--- src/hw/rtl/kfi_pkg.sv ---
// Package: shared types, constants and codes of the keyframe interpolator.
`default_nettype none
package kfi_pkg;
  localparam int unsigned MaxKeysDef  = 64;
  localparam int unsigned FracBitsDef = 16;

  typedef enum logic [1:0] {
    MODE_ADD      = 2'd0,
    MODE_PLAY     = 2'd1,
    MODE_PLAY_ALL = 2'd2,
    MODE_UPDATE   = 2'd3
  } mode_e;

  typedef enum logic [1:0] {
    ST_OK    = 2'd0,
    ST_FULL  = 2'd1,
    ST_EMPTY = 2'd2
  } status_e;

  typedef enum logic [3:0] {
    S_IDLE, S_ADD, S_LOAD, S_PS_RD, S_PS_CHK, S_PE_RD, S_PE_CHK,
    S_UP_RD, S_UP_CHK, S_UP_FIN, S_DIV, S_MUL, S_DONE
  } fsm_e;

  typedef struct packed {
    logic [1:0]         mode;
    logic signed [31:0] key_time;
    logic signed [31:0] key_x;
    logic signed [31:0] key_y;
    logic signed [31:0] key_z;
    logic signed [31:0] start_time;
    logic signed [31:0] end_time;
    logic signed [31:0] delta_time;
  } kfi_in_t;

  typedef struct packed {
    logic signed [31:0] cur_x;
    logic signed [31:0] cur_y;
    logic signed [31:0] cur_z;
    logic               running;
    logic [5:0]         frame_index;
    logic [1:0]         status;
  } kfi_out_t;

  // Saturate a 66-bit signed value to 32 bits.
  function automatic logic signed [31:0] sat32(input logic signed [65:0] v);
    logic signed [65:0] hi;
    logic signed [65:0] lo;
    hi = 66'sh07FFFFFFF;
    lo = -66'sh080000000;
    if (v > hi) return 32'sh7FFFFFFF;
    if (v < lo) return 32'sh80000000;
    return v[31:0];
  endfunction
endpackage
`default_nettype wire

--- src/hw/rtl/kfi_divider.sv ---
// Sequential signed divider, one quotient bit per cycle, truncating toward zero.
`default_nettype none
module kfi_divider (
  input  wire logic        clk_i,
  input  wire logic        rst_ni,
  input  wire logic        start_i,
  input  wire logic [63:0] num_i,
  input  wire logic        num_neg_i,
  input  wire logic [31:0] den_i,
  output logic             done_o,
  output logic [63:0]      quo_o,
  output logic             neg_o
);
  import kfi_pkg::*;

  logic [63:0] quo_q, quo_d;
  logic [32:0] rem_q, rem_d;
  logic [31:0] den_q, den_d;
  logic [6:0]  cnt_q, cnt_d;
  logic        busy_q, busy_d;
  logic        neg_q, neg_d;
  logic        done_q, done_d;
  logic [32:0] shifted;

  always_comb begin
    quo_d = quo_q; rem_d = rem_q; den_d = den_q; cnt_d = cnt_q;
    busy_d = busy_q; neg_d = neg_q; done_d = 1'b0;
    shifted = {rem_q[31:0], quo_q[63]};
    if (start_i) begin
      quo_d = num_i; rem_d = '0; den_d = den_i; cnt_d = 7'd0;
      busy_d = 1'b1; neg_d = num_neg_i;
    end else if (busy_q) begin
      // Advance one restoring step.
      if (shifted >= {1'b0, den_q}) begin
        rem_d = shifted - {1'b0, den_q};
        quo_d = {quo_q[62:0], 1'b1};
      end else begin
        rem_d = shifted;
        quo_d = {quo_q[62:0], 1'b0};
      end
      cnt_d = cnt_q + 7'd1;
      if (cnt_q == 7'd63) begin
        busy_d = 1'b0;
        done_d = 1'b1;
      end
    end
  end

  always_ff @(posedge clk_i or negedge rst_ni) begin
    if (!rst_ni) begin
      busy_q <= 1'b0; done_q <= 1'b0; cnt_q <= '0;
    end else begin
      busy_q <= busy_d; done_q <= done_d; cnt_q <= cnt_d;
    end
  end

  always_ff @(posedge clk_i) begin
    quo_q <= quo_d; rem_q <= rem_d; den_q <= den_d; neg_q <= neg_d;
  end

  assign done_o = done_q;
  assign quo_o  = quo_q;
  assign neg_o  = neg_q;
endmodule
`default_nettype wire
--- config.mk ---
export PLATFORM = sky130hd
export DESIGN_NAME = kfi_divider
export DESIGN_NICKNAME = d
export VERILOG_FILES = /design/src/hw/rtl/kfi_pkg.sv /design/src/hw/rtl/kfi_divider.sv
export SDC_FILE = /design/constraint.sdc
export NUM_CORES = 1
export LEC_CHECK = 0
export BUFFER_PORTS_ARGS = -buffer_cell sky130_fd_sc_hd__buf_2
export CORE_MARGIN = 3
export CORE_UTILIZATION = 40
export DETAILED_ROUTE_END_ITERATION = 10
export GPL_TIMING_DRIVEN = 0
export PLACE_DENSITY = 0.63
export RECOVER_POWER = 100
export SLEW_MARGIN = 20
export SYNTH_ARGS = -nofsm -noshare
export SYNTH_HDL_FRONTEND = slang
export SYNTH_SLANG_ARGS = --single-unit
--- constraint.sdc ---
create_clock -name clk_i -period 3.85 [get_ports clk_i]
set_input_delay 0.77 -clock clk_i [delete_from_list [all_inputs] [get_ports clk_i]]
set_output_delay 0.77 -clock clk_i [all_outputs]
set_load 0.05 [all_outputs]
* Word level (Yosys, flattened, before mapping)
Index checks and enable logic that the tools add are counted.
** Operators by class
- Equality and inequality tests :: 1
- Reductions and logical operators :: 1
- $lt $le $gt $ge :: 1
- $add $sub $neg :: 2
- Multiplexer cells :: 12
** Operators by type and width (number)
- 64-bit 2-to-1 mux :: 2
- 33-bit by 32-bit greater-or-equal comparator with 1-bit output :: 1
- 32-bit 2-to-1 mux :: 1
- 32-bit subtractor :: 1
- 7-bit 2-to-1 mux :: 2
- 7-bit by 1-bit adder with 7-bit output (second input constant) :: 1
- 7-bit by 6-bit equality test with 1-bit output (second input constant) :: 1
- 1-bit 2-to-1 mux :: 7
- 2-bit nonzero test :: 1
** Storage, ports and cells
- Input port bits :: 100
- Output and inout bits :: 66
- Register bits :: 138

* Longest topological paths before layout
Gate-level depths: netlist of the first run.
- Depth after elaboration :: 4
- Depth in mapped cells :: 14
- Mapped depth without buffers :: 11

* Least setup slack after synthesis of the first run
Ideal clock, no wire load.
- Path type :: reg2reg
- From :: register quo_q[63] (netlist: quo_o[63])
- To :: register rem_q[17]
- Buffers on the path :: 3
- Stages on the path, launching flop included :: 14
- Slack :: 0.989 ns
- Arrival :: 2.736 ns
- Required time :: 3.725 ns
- Cell sequence :: edfxtp_1 inv_1 ha_1 nand2b_1 a21o_1 a2111o_1 a31oi_2 o31a_1 buf_4 a221oi_2 buf_6 buf_2 a32oi_1 o31ai_1
** Between the ends
- Cells in the longest elaborated chain, start to end :: 2
- Elaborated cells between the ends (all ways) :: 3
- Those cells by class :: add/sub: 1; order compare: 1; mux: 1
** RTL lines
- from (decl) :: line kfi_divider.sv:16 : logic [63:0] quo_q, quo_d;
- from (signal assigned) :: line kfi_divider.sv:58 : quo_q <= quo_d; rem_q <= rem_d; den_q <= den_d; neg_q <= neg_d;
- 32-bit subtractor or 33-bit by 32-bit greater-or-equal comparator with 1-bit output (tied branches) :: line kfi_divider.sv:35, kfi_divider.sv:34
- 32-bit 2-to-1 mux * :: line kfi_divider.sv:34 : if (shifted >= {1'b0, den_q}) begin
- to (signal assigned) :: line kfi_divider.sv:58
- to (decl) :: line kfi_divider.sv:17 : logic [32:0] rem_q, rem_d;
Every way passes the cells marked *; elsewhere a longest branch is shown, timed or not.
A chain may end at the register's enable or synchronous reset.

* Worst setup path in the final report of the first run
- From :: input start_i
- To :: register quo_q[3] (netlist: quo_o[3]) (enable)
** Between the ends
- Cells in the longest elaborated chain, start to end :: 1
** RTL lines
- from (decl) :: line kfi_divider.sv:6 : input wire logic start_i,
- 2-bit nonzero test (no source line)
Every way passes these cells.

==> results of run 1 <==
## cell type report
type / count / area, um2
Inverter: 40 / 151
Clock buffer: 17 / 425
Timing Repair Buffer: 166 / 752
Tap cell: 229 / 287
Fill cell: 1773 / 9060
Buffer: 34 / 160
Clock inverter: 15 / 153
Multi-Input combinational cell: 457 / 3260
Sequential cell: 138 / 3780
## kinds of logic after synthesis
family | after synthesis
xor gates and xnor gates | 30
DFF | 138
buffers and inverters | 74
and+or+nand+nor | 184
muxes | 66
AOI/OAI and AO/OA | 143
adders and majority gates | 34
## critical path, stage by stage
cell        delay [ps]
buf_2              400
nor2_1             530
clkbuf_1           560
clkinvlp_2         630
buf_6              410
## stage by stage
step	TNS (ps)	hold slack (ps)
after floorplan	0	428
after global placement	-43270	466
after detailed placement	0	464
after CTS	0	175
after global routing	0	306
final	0	269
## worst max-delay path by stage
stage	startpoint	end	slack, ps	cells after the start
floorplan	quo_o[63]$_DFFE_PP_	rem_q[17]$_SDFFE_PP0P_	990	13
global placement	start_i	quo_o[4]$_DFFE_PP_	-680	4
detailed placement	start_i	quo_o[62]$_DFFE_PP_	480	4
CTS	quo_o[63]$_DFFE_PP_	rem_q[26]$_SDFFE_PP0P_	740	11
global route	start_i	quo_o[3]$_DFFE_PP_	330	5
finish	start_i	quo_o[3]$_DFFE_PP_	600	5
## sequential cells by signal, indices dropped and copies added, names as in the netlist
signal  count
done_o      1
den_q      32
rem_q      32
quo_o      64
cnt_q       7
neg_o       1
busy_q      1
## cells in the mapped netlist (2+ instances only)
library cell and instances:
edfxtp_1 97, nand2_1 65, mux2_2 64, nor2_1 48
inv_1 39, a21oi_1 38, ha_1 33, dfxtp_1 32
o21ai_0 28, clkbuf_1 22, nand3_1 17, xor2_1 16
a311oi_1 14, xnor2_1 14, a21o_1 12, nand4_1 11
nor3_1 11, dfrtp_1 9, a32oi_1 8, o31ai_1 6
a211oi_1 5, and3_1 5, buf_1 5, nor4_1 5
nand2b_1 4, o21bai_1 4, or3_1 4, a21boi_0 3
buf_6 3, nand3b_1 3, nor2b_1 3, o21a_1 3
o311a_1 3, a31oi_1 2, and2_1 2, buf_2 2
buf_4 2, mux2i_1 2, o211ai_1 2, o21ai_1 2
## power by group through the flow
stage / Clock, mW / Sequential, mW / Combinational [mW]
after floorplan: 0 / 2.05 / 0.306
after global placement: 0 / 1.81 / 0.761
after detailed placement: 0 / 1.81 / 0.768
after CTS: 1.67 / 1.78 / 0.769
after global routing: 1.73 / 1.80 / 0.800
final: 1.63 / 1.78 / 0.744
## metal layers
metal / vias up / wire length [um] / track usage, %
met2: 205 / 8710 / 30.7
met5: - / 13 / 0
li1: 2848 / - / -
met4: 2 / 189 / 4.24
met3: 13 / 1780 / 8.16
met1: 2756 / 8480 / 24.8
==> metrics list, run 1 <==
- Outcome: completed
- A synthesized cell averages about 11 um2.
- Router iterations before antenna repair: 5
* Leading area contributor after synthesis: edfxtp_1
- The core region is roughly 18000 um2.
- Summing every instance area after synthesis gives 7370 um2.
- Standard-cell row count: 49
- Area growth from synthesis to layout: 21.6%
* Final Cycle Share: 84.3%
- # Max-Cap Violations: 0
- Path depth of the worst reg2reg path: 12
- Total of warnings raised by yosys: 0
- Based on the critical path, the design can be clocked at up to 0.308 GHz.
- Once the floorplan was initialized, standard cells occupied 40.9% of the core.
- Routability-driven placement finished with a final weighted congestion of 0.900.
- Total number of H-tree levels: 4
* Vias in the first global route: 5776
- Largest net degree at the start of global routing: 56
- Final Cell Area: 8960 um2
- In this run, placement finished with an instance count of 1064.
* CTS root buf: clkbuf_16
- Seq pwr share: roughly 43%
* Max-slew headroom at the worst pin: between 30% and 40%
- For the worst setup path, the data required time is 3970 ps.
- Among all flip-flop cells after synthesis, the most frequent one is edfxtp_1.
* Fraction of synthesized cell area taken by the top area cell type: around 40%
- Combinational logic is responsible for 17.9% of the overall power.
* Arrival time at the worst endpoint: 3360 ps
- Number of DRC violations after detailed routing: 0
- Largest cells by area after synthesis: edfxtp_1, mux2_2, dfxtp_1
- Total placed instance area: about 8500 um2
* Unrepaired setup endpoints after global routing: false
- For this design the static power due to leakage is 3.66 nW.
- The tree built by TritonCTS fans out to 138 sinks.
- No sink is reached through more buffers than the 2 on the longest clock path.
* RR Startpoint: den_q[24]$_DFFE_PP_
- Counting the buffers created by CTS gives 17.
- Post-CTS setup buffer count: 0
- In the final routed layout, each cell accounts on average for 17.5 um.
* Number of synthesized flops with an enable pin: a little under 100
- Die ar.: 20100 um2
- The library cell used most frequently in the layout, excluding fill and tap cells, is buf_2.
- Shortest period the worst path allows: 3250 ps
- In this run switching power makes up 31.1% of total power.
- Cells fill 49.7% of the core in the end.
- The floorplan step set the die height to 142 um.
* Flop and latch count out of synthesis: 138
- Slew Limit Fails: 0
- Capture point of the worst reg-to-reg path: rem_q[20]$_SDFFE_PP0P_
- Clk Latency, worst-skew pair: 430 ps
- # hold bufs at CTS: 0
- GRT overflow: 0
- Switching power summed over all nets: 1.29 mW
- The first global-routing pass estimated around 31000 um of wire.
- Clk pwr share: 39.3%
* Cell Pwr Density: 464 nW/um2
* Slack of the critical path: between 600 and 700 ps
- Total of buffers placed on input and output ports: 165
- Summing internal, switching and leakage power gives between 4 and 5 mW.
* Flop-to-flop setup slack: roughly 630 ps
- The number of antenna violations at the first check in global routing was 1.
* Final clock skew: 13.2 ps
- Unique masters post-synth: between 60 and 70
- Kind of critical path: input pin to register
* Mux cell area share after synthesis: 10.1%
* Post-Syn Instances: 669
- Main combinational cell family by area after synthesis: compound AO/OA/AOI/OAI gates
- Setup violations remaining at the end of the flow were counted as 0.
- Xor/xnor cell area share of the yosys netlist: under 10%
* Simple logic cell fraction of the synthesized area: a little under an eighth
* Combined global-route utilization of all metal layers: 19.3%
* Share of synthesized area occupied by flip-flops and latches: 51.3%
- TritonCTS clock tree: built
- Maximum VDD drop: 0.337 mV
- Type of the tightest min-delay check: input pin to asynchronous set/reset pin
- Using the TritonRoute via totals, the vias-per-cell ratio works out to 5.31.
- For this run, asynchronously set or reset flops after synthesis account for around 6.5%.
* Remaining antenna violation count: 0
- Worst Path Max Fanout: 55
- Final cell count without fillers: 1096
- Timing analysis after detailed placement gives a worst setup slack of between 400 and 500 ps.
- Gates resized during post-CTS repair numbered 0.
- Summing the areas of all compound-gate instances in the mapped netlist gives 13.5% of the synthesized area.
- For the pin with the worst max-slew slack, the measured transition is 933 ps.
* Ratio of cells with drive above 1 in the final layout: 23.8%
* Die span in x: between 100 and 150 um
- Post-Synth Adder-Cell Area: 5.87%
- I/O pin count: 166
- The number of hold violations in the final report is 0.
* Clock-pin slew reported for the worst setup and hold paths after clock tree synthesis: 70 ps
- The final layout contains roughly 1000 nets.
- Diode insertion count for antenna repair: 0
- Half-perimeter wire length of the detailed placement result: 14200 um
- Syn_nets: 803
* Starting DRT DRC Count: between 300 and 400
- Kind of launch point of the worst setup path: input pin
- Total internal power: around 2.9 mW
- Total routed wirelength: 19200 um
- Commonest cells after routing, fill and taps aside: buf_2, edfxtp_1, clkbuf_1
- The worst setup path is captured at a register.
- Summing over every cut layer, the via total after detailed routing is 5824.
Power figures use the tool's default switching activity.
==> run 2: changes to the inputs <==
==> constraint.sdc (replaced) <==
create_clock -name clk_i -period 3.3 [get_ports clk_i]
set_input_delay 0.66 -clock clk_i [delete_from_list [all_inputs] [get_ports clk_i]]
set_output_delay 0.66 -clock clk_i [all_outputs]
set_load 0.05 [all_outputs]
==> metrics list, run 2 (same netlist as run 1, synthesis figures left out) <==
- Adding up every negative setup slack in the final design gives 0 ps.
- Most common library cell in the layout ignoring fill and taps: buf_2
- In the global route stage, overall resource usage came out at 19.3%.
* CP Data Required Time: 3480 ps
* Number of buffer and inverter instances along the worst setup path: 3
- Seq pwr share: 42.8%
- Total clock buffers created by CTS: 17
- In this run switching power makes up 31.1% of total power.
- Type of the tightest min-delay check: input pin to asynchronous set/reset pin
- On the worst path, the slowest cell contributes a delay of 480 ps.
* Endpoint kind of the worst setup timing path: register
- Height of the chip: 142 um
- I/O pin count: 166
* Layout fillers: roughly 1800
* Launch point of the worst path: den_q[24]$_DFFE_PP_
- After detailed routing, the total wire length is between 15000 and 20000 um.
- The H-tree was split into 4 levels.
* Shortest period the worst path allows: 3180 ps
- Number of flip-flops under the largest register name: 64
* Commonest cells after routing, fill and taps aside: buf_2, edfxtp_1, clkbuf_1
- Clk pwr share: between 30% and 40%
- Clock-pin slew was measured on the worst setup and hold paths at 70 ps.
- In the final routed layout, each cell accounts on average for between 15 and 20 um.
- Standard-cell row count: 49
* Largest net degree at the start of global routing: 56
- Switching power summed over all nets: 1.51 mW
- Detailed routing placed a total of 8760 um of wire on met2.
- Router iterations before antenna repair: 6
- Buffers placed on the I/O ports in this run total 165.
- At the end of routability-driven placement, the weighted congestion stood at 0.900.
* Half-perimeter wire length of the detailed placement result: 14200 um
- The number of hold violations in the final report was 0.
- For this block, wires on met1 add up to between 8000 and 9000 um.
* Met3 routed WL: ~1800 um
* Die span in x: roughly 140 um
- Final Cycle Share: a little over nine tenths
- Critical path cell sequence: inv_1, ha_1, clkbuf_1, a21oi_1, o21ai_1, a31oi_1, nor2_1, a211o_1, a221o_4, clkbuf_2, mux2_2
- GRT overflow: 0
- The count of pins over their slew limit is 0.
- The cell family contributing the most delay on the critical path is compound AO/OA/AOI/OAI gates.
- Outcome: completed
* Number of DRC violations after detailed routing: 0
- The critical path is of the register to register type.
- The finished cells cover between 9000 and 10000 um2.
- Dividing total power by cell area gives a power density of approximately 540 nW/um2.
- CTS root buf: clkbuf_16
* Multi-input gate area in the final layout: 3280 um2
- # setup viols final: 0
- Maximum VDD drop: 0.394 mV
* Number of buffers between clock root and the deepest sink: 2
- Clk Latency, worst-skew pair: 430 ps
- Initial Utilization: 40.9%
- STA classifies the critical path startpoint as a register.
- The first global-routing pass estimated 30600 um of wire.
- Max-slew headroom at the worst pin: 38.2%
- After the first detailed-routing iteration, the DRC count stood at about 280.
* Via density per instance: 5.31
- CTS saw 138 sinks.
* Register area: roughly 3800 um2
- In this run the cell area measured after placement is 8510 um2.
* Remaining antenna violation count: 0
- Max Fclk: 0.315 GHz
- # hold bufs at CTS: 0
- Data on the critical path arrives at its endpoint at 3350 ps.
- The tool flagged a number of max-cap violations equal to 0.
- The highest layer touched by signal routing is met5.
- Relative to the synthesized area, the layout overhead comes to 22.1%.
* TritonCTS clock tree: built
- For the pin with the worst max-slew slack, the measured transition is a little over 900 ps.
- Slowest CP cell: a221o_4
- The floorplan step defined a die boundary enclosing 20100 um2.
* Leakage power figure: 3.68 nW
- Final clock skew: around 11 ps
- The via count of the first global-routing pass was 5776.
- The final layout contains 990 nets.
- Unrepaired setup endpoints after global routing: false
* Core area: between 15000 and 20000 um2
- In the final layout, the share of cells above drive strength 1 is 24.5%.
* RR Startpoint: den_q[24]$_DFFE_PP_
* Diode insertion count for antenna repair: 0
- Via total after detailed routing: 5832
- Total internal power: 3.34 mW
- Combinational cell fraction of total power: 18.0%
- Worst Path Max Fanout: 10
* Number of antenna violations at the first check in global routing: 1
## run 2: cell types whose count changed in the layout (fill, tap and decap cells not counted), sizes merged
| cell | change |
|---|---|
| clkinvlp | -1 |
| inv | +1 |
| clkbuf | +3 |
| buf | -1 |
## run 2: worst reg2reg max path, stage by stage, from the launching register on
cell,delay (ps)
edfxtp_1,360
inv_1,90
ha_1,220
clkbuf_1,180
a21oi_1,230
o21ai_1,160
a31oi_1,250
nor2_1,70
a211o_1,310
a221o_4,480
clkbuf_2,260
mux2_2,320
## run 2: area by class of cell
type	instances	share of cell area, %
sequential	138	42.0
clock inverter	15	1.70
buffer	34	1.75
inverter	40	1.70
timing repair buffer	168	8.48
clock buffer	17	4.73
tap	229	3.18
multi-input combinational	457	36.5
## run 2: layer usage
metal  vias up  global-route usage, %
met3        12                   8.16
met2       201                   30.7
met5         -                      0
met1      2761                   24.8
met4         2                   4.24
li1       2856                      -
## run 2: through the flow
stage / hold WS [ps] / util (%) / power, mW / setup WS (ps) / cells
floorplan: 364 / - / 2.75 / 439 / 669
CTS: 64.5 / 50.4 / 4.92 / 188 / 1096
global placement: 466 / 47.1 / 3.00 / -1120 / 1063
detailed placement: 464 / 47.2 / 3.00 / 36.8 / 1064
global route: 196 / 49.9 / 5.05 / 38.3 / 1098
finish: 158 / 49.9 / 4.85 / 125 / 1098
## run 2: what timing repair did
action                     in CTS  in global routing
buffers inserted                0                  2
resized for setup               0                  1
setup endpoints to repair       0                  2
## run 2: worst paths after layout
kind	end	slack [ps]	cells past startpoint
setup / recovery	quo_o[0]$_DFFE_PP_	120	11
hold / removal	busy_q$_DFF_PN0_	160	1
setup reg to reg	quo_o[0]$_DFFE_PP_	120	11
hold reg to reg	rem_q[31]$_SDFFE_PP0P_	470	2
max in group asynchronous	cnt_q[5]$_DFFE_PN0P_	2810	1
min in group clk_i	den_q[17]$_DFFE_PP_	410	1
## run 2: power groups by stage
| stage | Combinational, mW | Clock [mW] | Sequential, mW |
|---|---|---|---|
| 2_1_floorplan | 0.356 | 0 | 2.39 |
| 3_3_place_gp | 0.887 | 0 | 2.11 |
| 3_5_place_dp | 0.896 | 0 | 2.11 |
| 4_1_cts | 0.897 | 1.95 | 2.08 |
| 5_1_grt | 0.942 | 2.02 | 2.09 |
| 6_report | 0.874 | 1.90 | 2.08 |
==> run 3: changes to the inputs <==
--- a/config.mk
+++ b/config.mk
@@ -12,6 +12,7 @@
 export GPL_TIMING_DRIVEN = 0
 export PLACE_DENSITY = 0.63
 export RECOVER_POWER = 100
+export REMOVE_ABC_BUFFERS = 1
 export SLEW_MARGIN = 20
 export SYNTH_ARGS = -nofsm -noshare
 export SYNTH_HDL_FRONTEND = slang
==> metrics list, run 3 (same netlist as run 1, synthesis figures left out) <==
- The run finished with clean final reports.
- Endpoint of the most critical setup path: rem_q[2]$_SDFFE_PP0P_
* Flop-to-flop setup slack: 210 ps
* Layout fillers: 1713
- The post-route netlist has 25.4% of its cells at a drive strength greater than 1.
- Sink count of the clock tree: 138
- Setup violations remaining at the end of the flow were counted as 0.
* Wire length of the first global-routing pass: between 20000 and 30000 um
* Kind of critical path: register to register
* Total Negative Setup Slacks: 0 ps
- For this design the ratio of total power to cell area is 547 nW/um2.
- Summed over all layers, the global routing overflow is 0.
- The die is roughly 140 um wide.
* Shortest period the worst path allows: 3090 ps
* Maximum VDD drop: 0.402 mV
- Number of flip-flops under the largest register name: 64
- The count of pins over their slew limit was 0.
* Register area: around 3800 um2
- Launch point of the worst path: quo_o[63]$_DFFE_PP_
- The analysis attributes to cell leakage a power of between 3 and 4 nW.
* Met2 usage: 29.4%
* Total clock buffers created by CTS: 17
- Vias in the first global route: between 5000 and 6000
* Arrival time at the worst endpoint: 3410 ps
- 0 antenna diodes ended up in the layout.
* Final core utilization: 49.7%
* Max Fclk: 0.323 GHz
- Number of buffers between clock root and the deepest sink: 2
* Type of the tightest min-delay check: input pin to asynchronous set/reset pin
- I/O pin count: between 150 and 200
- Router iterations before antenna repair: 5
* Total number of H-tree levels: 4
- Multi-input gate area in the final layout: between 3000 and 4000 um2
- Die ar.: 20100 um2
- Entering global routing, the biggest net connects 77 pins.
- Unrepaired setup endpoints after global routing: false
- After detailed routing, the total wire length is 18300 um.
- Final clock skew: 12.4 ps
- For the worst flop-to-flop path, the logic depth is 10.
* Number of antenna violations at the first check in global routing: 3
- CTS root buf: clkbuf_16
* Starting DRT DRC Count: 355
- Clock-pin slew was measured on the worst setup and hold paths at 70 ps.
- Via density per instance: 5.34
- For met3 alone, demand over resource in global routing was 8.29%.
- Final Cycle Share: 93.7%
- TritonCTS built the clock tree.
* # hold bufs at CTS: 0
* Per-cell routed wire length: roughly 17 um
* Endpoint kind of the worst setup timing path: register
- The layer flagged by global routing as most heavily used is met2.
- The core region is between 15000 and 20000 um2.
* Kind of launch point of the worst setup path: register
- For the pin with the worst max-slew slack, the measured transition is 1400 ps.
- The count of nets left with antenna violations once routing finished came out at 0.
- Number of nets in the finished design: 960
- The endpoint identified for the worst register-to-register timing path is rem_q[2]$_SDFFE_PP0P_.
* Routability-driven placement congestion ratio: 0.852
- For this run, design rule violations remaining after detail routing come to 0.
* Clk Latency, worst-skew pair: 430 ps
* RR Startpoint: quo_o[63]$_DFFE_PP_
* Area growth from synthesis to layout: 21.5%
* # Max-Cap Violations: 0
- Detailed placement ended at an HPWL of 12700 um.
- Row generation in the floorplan step produced 49 rows.
- Worst Path Max Fanout: 15
- Port buffering added 165 buffers.
- The top cell types in the final layout, fill and taps aside, are edfxtp_1, buf_2, clkbuf_1.
* Global Route met1 Usage: 23.5%
- Height of the chip: 142 um
- Via total after detailed routing: 5707
* CP Data Required Time: 3610 ps
- Once the floorplan was initialized, standard cells occupied 40.9% of the core.
- Across every metal layer, demand over resource in global routing totals 18.7%.
* Final Hold Vio Count: 0
* Max-slew headroom at the worst pin: 6.44%
[run 3: cell types whose count changed in the layout (fill, tap and decap cells not counted), sizes merged]
cell / delta
clkinvlp: -1
clkbuf: -26
buf: -5
clkinv: +1
a221o: +1
[run 3: where the power goes]
part	internal [mW]	leakage, nW	switching, mW
logic	0.271	1.99	0.595
registers	2.00	1.38	0.0723
clock network	1.08	0.293	0.870
[run 3: critical path, cell delays in order, from the launching register on]
cell,delay [ps]
edfxtp_1,450
inv_1,70
ha_1,220
nand2b_1,160
a21o_1,200
a2111o_1,400
a31oi_1,300
o31a_2,360
a221o_2,470
nand2_1,90
a311oi_1,250
[run 3: area by class of cell]
class | instances | share of cell area [%]
clock buffers | 17 | 4.75
clock inverters | 15 | 1.90
inverters | 40 | 1.70
multi-input cells | 458 | 36.9
flip-flops and latches | 138 | 42.2
well taps | 229 | 3.20
repair buffers | 171 | 9.33
[run 3: worst min path at each step]
stage,startpoint,end,cells after the start
finish,rst_ni,done_o$_DFF_PN0_,1
global route,rst_ni,cnt_q[4]$_DFFE_PN0P_,1
CTS,rst_ni,cnt_q[4]$_DFFE_PN0P_,1
detailed placement,rem_q[31]$_SDFFE_PP0P_,rem_q[31]$_SDFFE_PP0P_,2
global placement,rem_q[31]$_SDFFE_PP0P_,rem_q[31]$_SDFFE_PP0P_,2
floorplan,rst_ni,busy_q$_DFF_PN0_,0
[run 3: per-stage QoR]
stage	instance area, um2	std cells	setup slack, ps	power [mW]	hold WS, ps
6_report	8950	1068	207	4.89	164
5_1_grt	8950	1068	7.35	5.09	191
4_1_cts	9040	1067	69.6	4.98	56.5
3_5_place_dp	8440	1034	-21.6	3.00	459
3_3_place_gp	8320	1029	-3100	2.99	458
2_1_floorplan	7210	635	-10.1	2.73	364
[run 3: repair_timing]
| item | CTS | global route |
|---|---|---|
| resized for setup | 0 | 1 |
| setup buffers | 0 | 1 |
| pin swaps | 1 | 1 |
| cloned | 1 | 0 |
| setup endpoints to repair | 6 | 29 |
[run 3: layer usage]
| metal | up-vias | wire length [um] |
|---|---|---|
| li1 | 2800 | - |
| met1 | 2688 | 7890 |
| met2 | 191 | 8420 |
| met3 | 22 | 1690 |
| met4 | 6 | 228 |
| met5 | - | 41 |
